**config.mk**
```make
export PLATFORM = sky130hd
export DESIGN_NAME = sle_seq
export DESIGN_NICKNAME = d
export VERILOG_FILES = /design/src/sle_pkg.sv /design/src/sle_seq.sv
export SDC_FILE = /design/constraint.sdc
export NUM_CORES = 1
export LEC_CHECK = 0
export ABC_AREA = 0
export BUFFER_PORTS_ARGS = -buffer_cell sky130_fd_sc_hd__buf_4
export CAP_MARGIN = 10
export CORE_MARGIN = 10
export CORE_UTILIZATION = 50
export DETAILED_ROUTE_END_ITERATION = 10
export GPL_TIMING_DRIVEN = 0
export PLACE_DENSITY_LB_ADDON = 0.2
export RECOVER_POWER = 50
export SETUP_SLACK_MARGIN = 0.3
export SYNTH_ARGS = -nofsm -noshare
export SYNTH_HDL_FRONTEND = slang
export SYNTH_SLANG_ARGS = --single-unit
```
**constraint.sdc**
```tcl
create_clock -name i_clk -period 6.3 [get_ports i_clk]
set_input_delay 1.26 -clock i_clk [delete_from_list [all_inputs] [get_ports i_clk]]
set_output_delay 1.26 -clock i_clk [all_outputs]
set_load 0.1 [all_outputs]
```
**src/sle_pkg.sv**
```systemverilog
// shared types and constants for the sequential list engine
`timescale 1ns / 1ps

package sle_pkg;

    localparam int MODE_W  = 3;
    localparam int VALUE_W = 32;
    localparam int POS_W   = 8;
    localparam int COUNT_W = 9;

    typedef enum logic [MODE_W-1:0] {
        MODE_APPEND  = 3'd0,
        MODE_SEARCH  = 3'd1,
        MODE_REMOVE  = 3'd2,
        MODE_INSERT  = 3'd3,
        MODE_REM_ALL = 3'd4,
        MODE_CLEAR   = 3'd5
    } t_mode;

    typedef enum logic [2:0] {
        ST_IDLE,
        ST_SCAN,
        ST_RM_LAST,
        ST_RA_CMP,
        ST_RA_SWAP,
        ST_INS_SH,
        ST_INS_PUT,
        ST_DONE
    } t_state;

    typedef struct packed {
        logic               ok;
        logic               found;
        logic [POS_W-1:0]   found_position;
        logic [COUNT_W-1:0] element_count;
    } t_result;

endpackage

```
**src/sle_seq.sv**
```systemverilog
// sequencer that walks the element memory for each request
`timescale 1ns / 1ps

module sle_seq
    import sle_pkg::*;
#(
    parameter int CAPACITY = 256,
    localparam int AW = $clog2(CAPACITY),
    localparam int CW = $clog2(CAPACITY + 1)
) (
    input  logic               i_clk,
    input  logic               i_rst_n,
    input  logic               i_valid,
    output logic               o_ready,
    input  logic [MODE_W-1:0]  i_mode,
    input  logic [VALUE_W-1:0] i_value,
    input  logic [POS_W-1:0]   i_pos,
    output logic               o_mem_we,
    output logic [AW-1:0]      o_mem_waddr,
    output logic [VALUE_W-1:0] o_mem_wdata,
    output logic               o_mem_re,
    output logic [AW-1:0]      o_mem_raddr,
    input  logic [VALUE_W-1:0] i_mem_rdata,
    output logic               o_res_valid,
    input  logic               i_res_take,
    output t_result            o_res
);

    localparam int XW = ((CW > POS_W) ? CW : POS_W) + 1;

    t_state             r_state, n_state;
    logic [CW-1:0]      r_count, n_count;
    logic [CW-1:0]      r_removed, n_removed;
    logic [AW-1:0]      r_ptr, n_ptr;
    logic [AW-1:0]      r_fpos, n_fpos;
    logic               r_found, n_found;
    logic               r_ok, n_ok;
    t_mode              r_mode, n_mode;
    logic [VALUE_W-1:0] r_value, n_value;
    logic [POS_W-1:0]   r_pos, n_pos;

    logic          match;
    logic          not_full;
    logic [XW-1:0] ra_last;
    logic [XW-1:0] count_m1;

    assign match    = (i_mem_rdata == r_value);
    assign not_full = (XW'(r_count) < XW'(CAPACITY));
    assign count_m1 = XW'(r_count) - XW'(1);
    assign ra_last  = XW'(r_count) - XW'(r_removed) - XW'(1);

    always_comb begin
        n_state     = r_state;
        n_count     = r_count;
        n_removed   = r_removed;
        n_ptr       = r_ptr;
        n_fpos      = r_fpos;
        n_found     = r_found;
        n_ok        = r_ok;
        n_mode      = r_mode;
        n_value     = r_value;
        n_pos       = r_pos;
        o_mem_we    = 1'b0;
        o_mem_waddr = '0;
        o_mem_wdata = '0;
        o_mem_re    = 1'b0;
        o_mem_raddr = '0;
        o_res_valid = 1'b0;
        o_ready     = 1'b0;

        unique case (r_state)
            ST_IDLE: begin
                o_ready = 1'b1;
                if (i_valid) begin
                    n_mode    = t_mode'(i_mode);
                    n_value   = i_value;
                    n_pos     = i_pos;
                    n_found   = 1'b0;
                    n_fpos    = '0;
                    n_ok      = 1'b0;
                    n_removed = '0;
                    n_ptr     = '0;
                    n_state   = ST_DONE;
                    unique case (t_mode'(i_mode))
                        MODE_APPEND: begin
                            if (not_full) begin
                                o_mem_we    = 1'b1;
                                o_mem_waddr = AW'(r_count);
                                o_mem_wdata = i_value;
                                n_count     = r_count + CW'(1);
                                n_ok        = 1'b1;
                            end
                        end
                        MODE_SEARCH, MODE_REMOVE: begin
                            n_ok = 1'b1;
                            if (r_count != '0) begin
                                o_mem_re = 1'b1;
                                n_state  = ST_SCAN;
                            end
                        end
                        MODE_INSERT: begin
                            if ((XW'(i_pos) < XW'(r_count)) && not_full) begin
                                o_mem_re    = 1'b1;
                                o_mem_raddr = AW'(count_m1);
                                n_ptr       = AW'(count_m1);
                                n_state     = ST_INS_SH;
                            end
                        end
                        MODE_REM_ALL: begin
                            n_ok = 1'b1;
                            if (r_count != '0) begin
                                o_mem_re = 1'b1;
                                n_state  = ST_RA_CMP;
                            end
                        end
                        MODE_CLEAR: begin
                            n_count = '0;
                            n_ok    = 1'b1;
                        end
                        default: begin
                        end
                    endcase
                end
            end

            // compare one element per cycle while the next read is in flight
            ST_SCAN: begin
                if (match) begin
                    n_found = 1'b1;
                    n_fpos  = r_ptr;
                    if (r_mode == MODE_REMOVE) begin
                        o_mem_re    = 1'b1;
                        o_mem_raddr = AW'(count_m1);
                        n_state     = ST_RM_LAST;
                    end else begin
                        n_state = ST_DONE;
                    end
                end else if (XW'(r_ptr) + XW'(1) < XW'(r_count)) begin
                    o_mem_re    = 1'b1;
                    o_mem_raddr = r_ptr + AW'(1);
                    n_ptr       = r_ptr + AW'(1);
                end else begin
                    n_state = ST_DONE;
                end
            end

            // last element lands in the matched slot
            ST_RM_LAST: begin
                o_mem_we    = 1'b1;
                o_mem_waddr = r_fpos;
                o_mem_wdata = i_mem_rdata;
                n_count     = r_count - CW'(1);
                n_state     = ST_DONE;
            end

            ST_RA_CMP: begin
                if (match) begin
                    if (!r_found) begin
                        n_found = 1'b1;
                        n_fpos  = r_ptr;
                    end
                    n_removed = r_removed + CW'(1);
                    if (ra_last == XW'(r_ptr)) begin
                        n_count = r_count - r_removed - CW'(1);
                        n_state = ST_DONE;
                    end else begin
                        o_mem_re    = 1'b1;
                        o_mem_raddr = AW'(ra_last);
                        n_state     = ST_RA_SWAP;
                    end
                end else if (XW'(r_ptr) + XW'(1) + XW'(r_removed) < XW'(r_count)) begin
                    o_mem_re    = 1'b1;
                    o_mem_raddr = r_ptr + AW'(1);
                    n_ptr       = r_ptr + AW'(1);
                end else begin
                    n_count = r_count - r_removed;
                    n_state = ST_DONE;
                end
            end

            // swapped-in element is written back and checked again from the held read data
            ST_RA_SWAP: begin
                o_mem_we    = 1'b1;
                o_mem_waddr = r_ptr;
                o_mem_wdata = i_mem_rdata;
                n_state     = ST_RA_CMP;
            end

            // move element r_ptr up by one, read the one below
            ST_INS_SH: begin
                o_mem_we    = 1'b1;
                o_mem_waddr = r_ptr + AW'(1);
                o_mem_wdata = i_mem_rdata;
                if (XW'(r_ptr) == XW'(r_pos)) begin
                    n_state = ST_INS_PUT;
                end else begin
                    o_mem_re    = 1'b1;
                    o_mem_raddr = r_ptr - AW'(1);
                    n_ptr       = r_ptr - AW'(1);
                end
            end

            ST_INS_PUT: begin
                o_mem_we    = 1'b1;
                o_mem_waddr = AW'(r_pos);
                o_mem_wdata = r_value;
                n_count     = r_count + CW'(1);
                n_ok        = 1'b1;
                n_state     = ST_DONE;
            end

            ST_DONE: begin
                o_res_valid = 1'b1;
                if (i_res_take) begin
                    n_state = ST_IDLE;
                end
            end

            default: begin
                n_state = ST_IDLE;
            end
        endcase
    end

    always_ff @(posedge i_clk) begin
        if (!i_rst_n) begin
            r_state <= ST_IDLE;
            r_count <= '0;
        end else begin
            r_state <= n_state;
            r_count <= n_count;
        end
    end

    always_ff @(posedge i_clk) begin
        r_removed <= n_removed;
        r_ptr     <= n_ptr;
        r_fpos    <= n_fpos;
        r_found   <= n_found;
        r_ok      <= n_ok;
        r_mode    <= n_mode;
        r_value   <= n_value;
        r_pos     <= n_pos;
    end

    assign o_res.ok             = r_ok;
    assign o_res.found          = r_found;
    assign o_res.found_position = POS_W'(r_fpos);
    assign o_res.element_count  = COUNT_W'(r_count);

    a_count_bound: assert property (@(posedge i_clk) disable iff (!i_rst_n)
        XW'(r_count) <= XW'(CAPACITY))
        else $error("fill count above capacity");

    a_no_rw_clash: assert property (@(posedge i_clk) disable iff (!i_rst_n)
        !(o_mem_we && o_mem_re && (o_mem_waddr == o_mem_raddr)))
        else $error("read and write of the same entry in one cycle");

    a_swap_read: assert property (@(posedge i_clk) disable iff (!i_rst_n)
        (r_state == ST_RA_SWAP) |-> $past(o_mem_re))
        else $error("swap without a read of the last element");

    a_shift_read: assert property (@(posedge i_clk) disable iff (!i_rst_n)
        (r_state == ST_INS_SH) |-> $past(o_mem_re))
        else $error("shift write without read data");

endmodule

```
==> flow_summary_export.csv <==
group,metric,value,unit
timing,setup_viol_count_final,0,
synthesis,avgSynthCellArea,8.698,µm²
detailed_routing,routed_wl,28200,µm
timing,fin_crit_sh,94.23,%
worst_setup_path,worstSetupStartpointType,"flip-flop",
grt,grt_pass1_wl,42460,µm
synthesis,syn_inst,854,
die,initial_core_util,51.11,%
timing,rsz0062_at_grt,"false",
placement,dp_slack,0.1450,ns
final_layout,area_delta_synth_final,25.60,%
grt,use_met3,6.409,%
final_layout,nNetsFinal,1162,
synthesis,synth-adder-area-share,9.062,%
grt,track_usage,26.67,%
timing,slew_headroom,19.42,%
synthesis,synth.largest_area_cell,"edfxtp_1",
worst_setup_path,cp_max_fo,10,
synthesis,synth_compound_area_share,22.65,%
die,die_h,141.9,µm
worst_setup_path,required,5.04,ns
timing,setup-tns-final,0,ns
timing,fmax,168.5,MHz
run,drv_cap,0,
synthesis,ys_ff_latch,82,
clock_network,clock_sinks,82,
worst_hold_path,hold_start,"r_removed[5]",
clock_network,clock_latency,0.36,ns
clock_network,htree_levels,3,
final_layout,drive_above_1_share,19.40,%
worst_setup_path,reg2reg_depth,18,
outcome,outcome,"finished, final reports clean",
clock_network,clock_path_buffers,2,
detailed_routing,vias,7740,
detailed_routing,wl_per_cell,23.12,µm
grt,grt.busiest_layer,"met2",
timing,slew_violations,0,
grt,use_met2,42.14,%
grt,grt_max_degree,38,
clock_network,cts_root_buf,"clkbuf_16",
detailed_routing,vias_per_cell,6.344,
placement,gp_congestion,1.007,
die,die_w,141.9,µm
worst_setup_path,worstPathArrival,4.68,ns
timing,finalHoldViolCount,0,
placement,dp.final_hpwl,21600,µm
detailed_routing,drtIter0Drc,1083,
synthesis,yosys_warnings,0,
synthesis,netlist_top_cells_area,"edfxtp_1 (28%), ha_1 (8.3%), xor2_1 (7.0%)",
detailed_routing,ant_nets,0,
detailed_routing,drt_pass1_iterations,8,
grt,grt.overflow.total,0,
grt,antenna_found_initial,0,
worst_setup_path,ff2ff_setup_slack,1.69,ns
grt,grt_pass1_vias,7294,
worst_setup_path,critical_path_class,"flip-flop to primary output",
timing,post-route-min-period,5.936,ns
worst_hold_path,hp-class,"flip-flop to flip-flop",
die,core,0.01453,mm²
worst_setup_path,crit_path_end,"o_mem_re",
die,fp-row-count,44,
synthesis,yosysTopAreaCellShare,28.30,%
placement,io_buffer_count,149,
synthesis,synthSimpleGateAreaFrac,16.46,%
worst_setup_path,startpoint,"r_count[0]",
worst_setup_path,r2r_end,"r_ptr[2]",
synthesis,async_reset_ff_share,0,%
grt,gr-usage-met1,34.26,%
clock_network,cts-buffers-inserted,9,
detailed_routing,route.detailed.drc,0,
synthesis,synth_xor_xnor_area_share,11.81,%
synthesis,synthFlopType,"edfxtp_1",
final_layout,nFillCells,1286,
synthesis,netlist-cell-type-count,72,
timing,skew,0.008635,ns
synthesis,synth_edf_count,70,
timing,worst_slew_pin_slew,1.214,ns
timing,layout_setup_ws,0.3638,ns
final_layout,diodes,0,
die,floorplan.io_pins,150,
timing,hold_ws,0.7022,ns
synthesis,synth_mux_area_share,1.482,%
synthesis,syn_area,0.007428,mm²
synthesis,synth_top_family_by_area,"compound AO/OA/AOI/OAI gates",
worst_setup_path,timing.rr.start,"r_ptr[4]",
synthesis,syn-num-nets,985,
synthesis,yosysSeqAreaShare,31.53,%
worst_setup_path,end_kind,"primary output",
clock_network,cts.clk_slew.worst_paths,0.07,ns
die,dieArea,0.02013,mm²
clock_network,cts_tree,"yes",
==> logic make-up (layout without fill, tap and decap cells) <==
kind of cell / Yosys count / in the layout
AND/OR/NAND/NOR: 249 / 249
AO/OA/AOI/OAI: 231 / 231
buffers and inverters: 132 / 314
XOR/XNOR: 97 / 97
flip-flops: 82 / 82
adder cells (fa/ha/maj): 52 / 52
multiplexers: 11 / 11
==> per-stage QoR <==
stage / cell area [µm²] / utilization, % / cells
after floorplan: 7535 / - / 854
after global placement: 8884 / 61.12 / 1187
after detailed placement: 8911 / 61.31 / 1189
after CTS: 9293 / 63.94 / 1207
after global routing: 9330 / 64.20 / 1220
final: 9330 / 64.20 / 1220
==> registers in the layout, summed over array words and instances, names as in the netlist <==
signal / flops
r_value: 32
r_found: 1
r_mode: 3
r_removed: 9
r_fpos: 8
r_state: 3
r_count: 9
r_ok: 1
r_pos: 8
r_ptr: 8
==> synth_stat cells (all sizes together) (10+ instances only) <==
| cell type | count |
|---|---|
| xnor2 | 36 |
| o21ai | 39 |
| nand2 | 56 |
| a222oi | 36 |
| nand3 | 24 |
| clkbuf | 36 |
| buf | 14 |
| nand2b | 11 |
| o22ai | 10 |
| mux2i | 11 |
| a21oi | 48 |
| a211oi | 12 |
| nor2 | 68 |
| nand4 | 11 |
| edfxtp | 70 |
| ha | 49 |
| a22oi | 13 |
| xor2 | 59 |
| inv | 80 |
| nor4 | 17 |
| nor3 | 21 |
| dfxtp | 12 |
==> placed cells by master (no fill, tap or decap), drive strengths merged, types with 12 or more instances in the layout <==
| cell | instances |
|---|---|
| nor4 | 17 |
| edfxtp | 70 |
| ha | 49 |
| a211oi | 12 |
| clkbuf | 98 |
| nand3 | 24 |
| a22oi | 13 |
| xor2 | 59 |
| nand2 | 56 |
| nor3 | 21 |
| a21oi | 48 |
| buf | 128 |
| o21ai | 39 |
| dfxtp | 12 |
| inv | 82 |
| a222oi | 36 |
| xnor2 | 36 |
| nor2 | 68 |
==> critical path: stages, from the launching register on <==
cell	delay [ns]
dfxtp_1	0.71
ha_1	0.43
inv_1	0.11
fa_1	0.50
xnor2_1	0.15
nor4_1	0.30
o2111ai_1	0.15
a2111o_1	0.36
a2111oi_4	0.68
nor2_2	0.21
nor4_1	0.29
o21ai_1	0.15
buf_4	0.26
==> repair_timing <==
item	in CTS	in global routing
pin swaps	0	8
hold buffers	0	0
setup buffers	2	13
gates resized for setup	14	16
setup endpoints to repair	9	9
hold endpoints to repair	0	0
==> worst min-delay path by stage <==
stage	end	slack, ns	cells after the start
floorplan	r_removed[5]	0.61	2
CTS	r_count[8]	0.70	2
global route	r_count[8]	0.75	2
finish	r_removed[5]	0.70	2
global placement	r_removed[5]	0.67	2
detailed placement	r_removed[5]	0.68	2
==> layer usage <==
metal / vias to the layer above / routed length (µm)
met5: - / 0
met4: 0 / 1065
met3: 68 / 3151
met2: 491 / 12980
met1: 3642 / 11010
li1: 3539 / -
==> final cells by class <==
cell class | instances | area [µm²] | area share [%]
buffer | 50 | 241.5 | 2.588
clock buffer | 10 | 229.0 | 2.454
clock inverter | 6 | 51.30 | 0.5498
inverter | 82 | 312.8 | 3.353
multi-input combinational | 640 | 4772 | 51.15
sequential | 82 | 2342 | 25.10
tap | 184 | 230.2 | 2.467
timing repair buffer | 166 | 1151 | 12.34
Power is left out: the tool's default activity adds up to more than one toggle a clock period on the data nets, which glitch-free logic cannot reach.
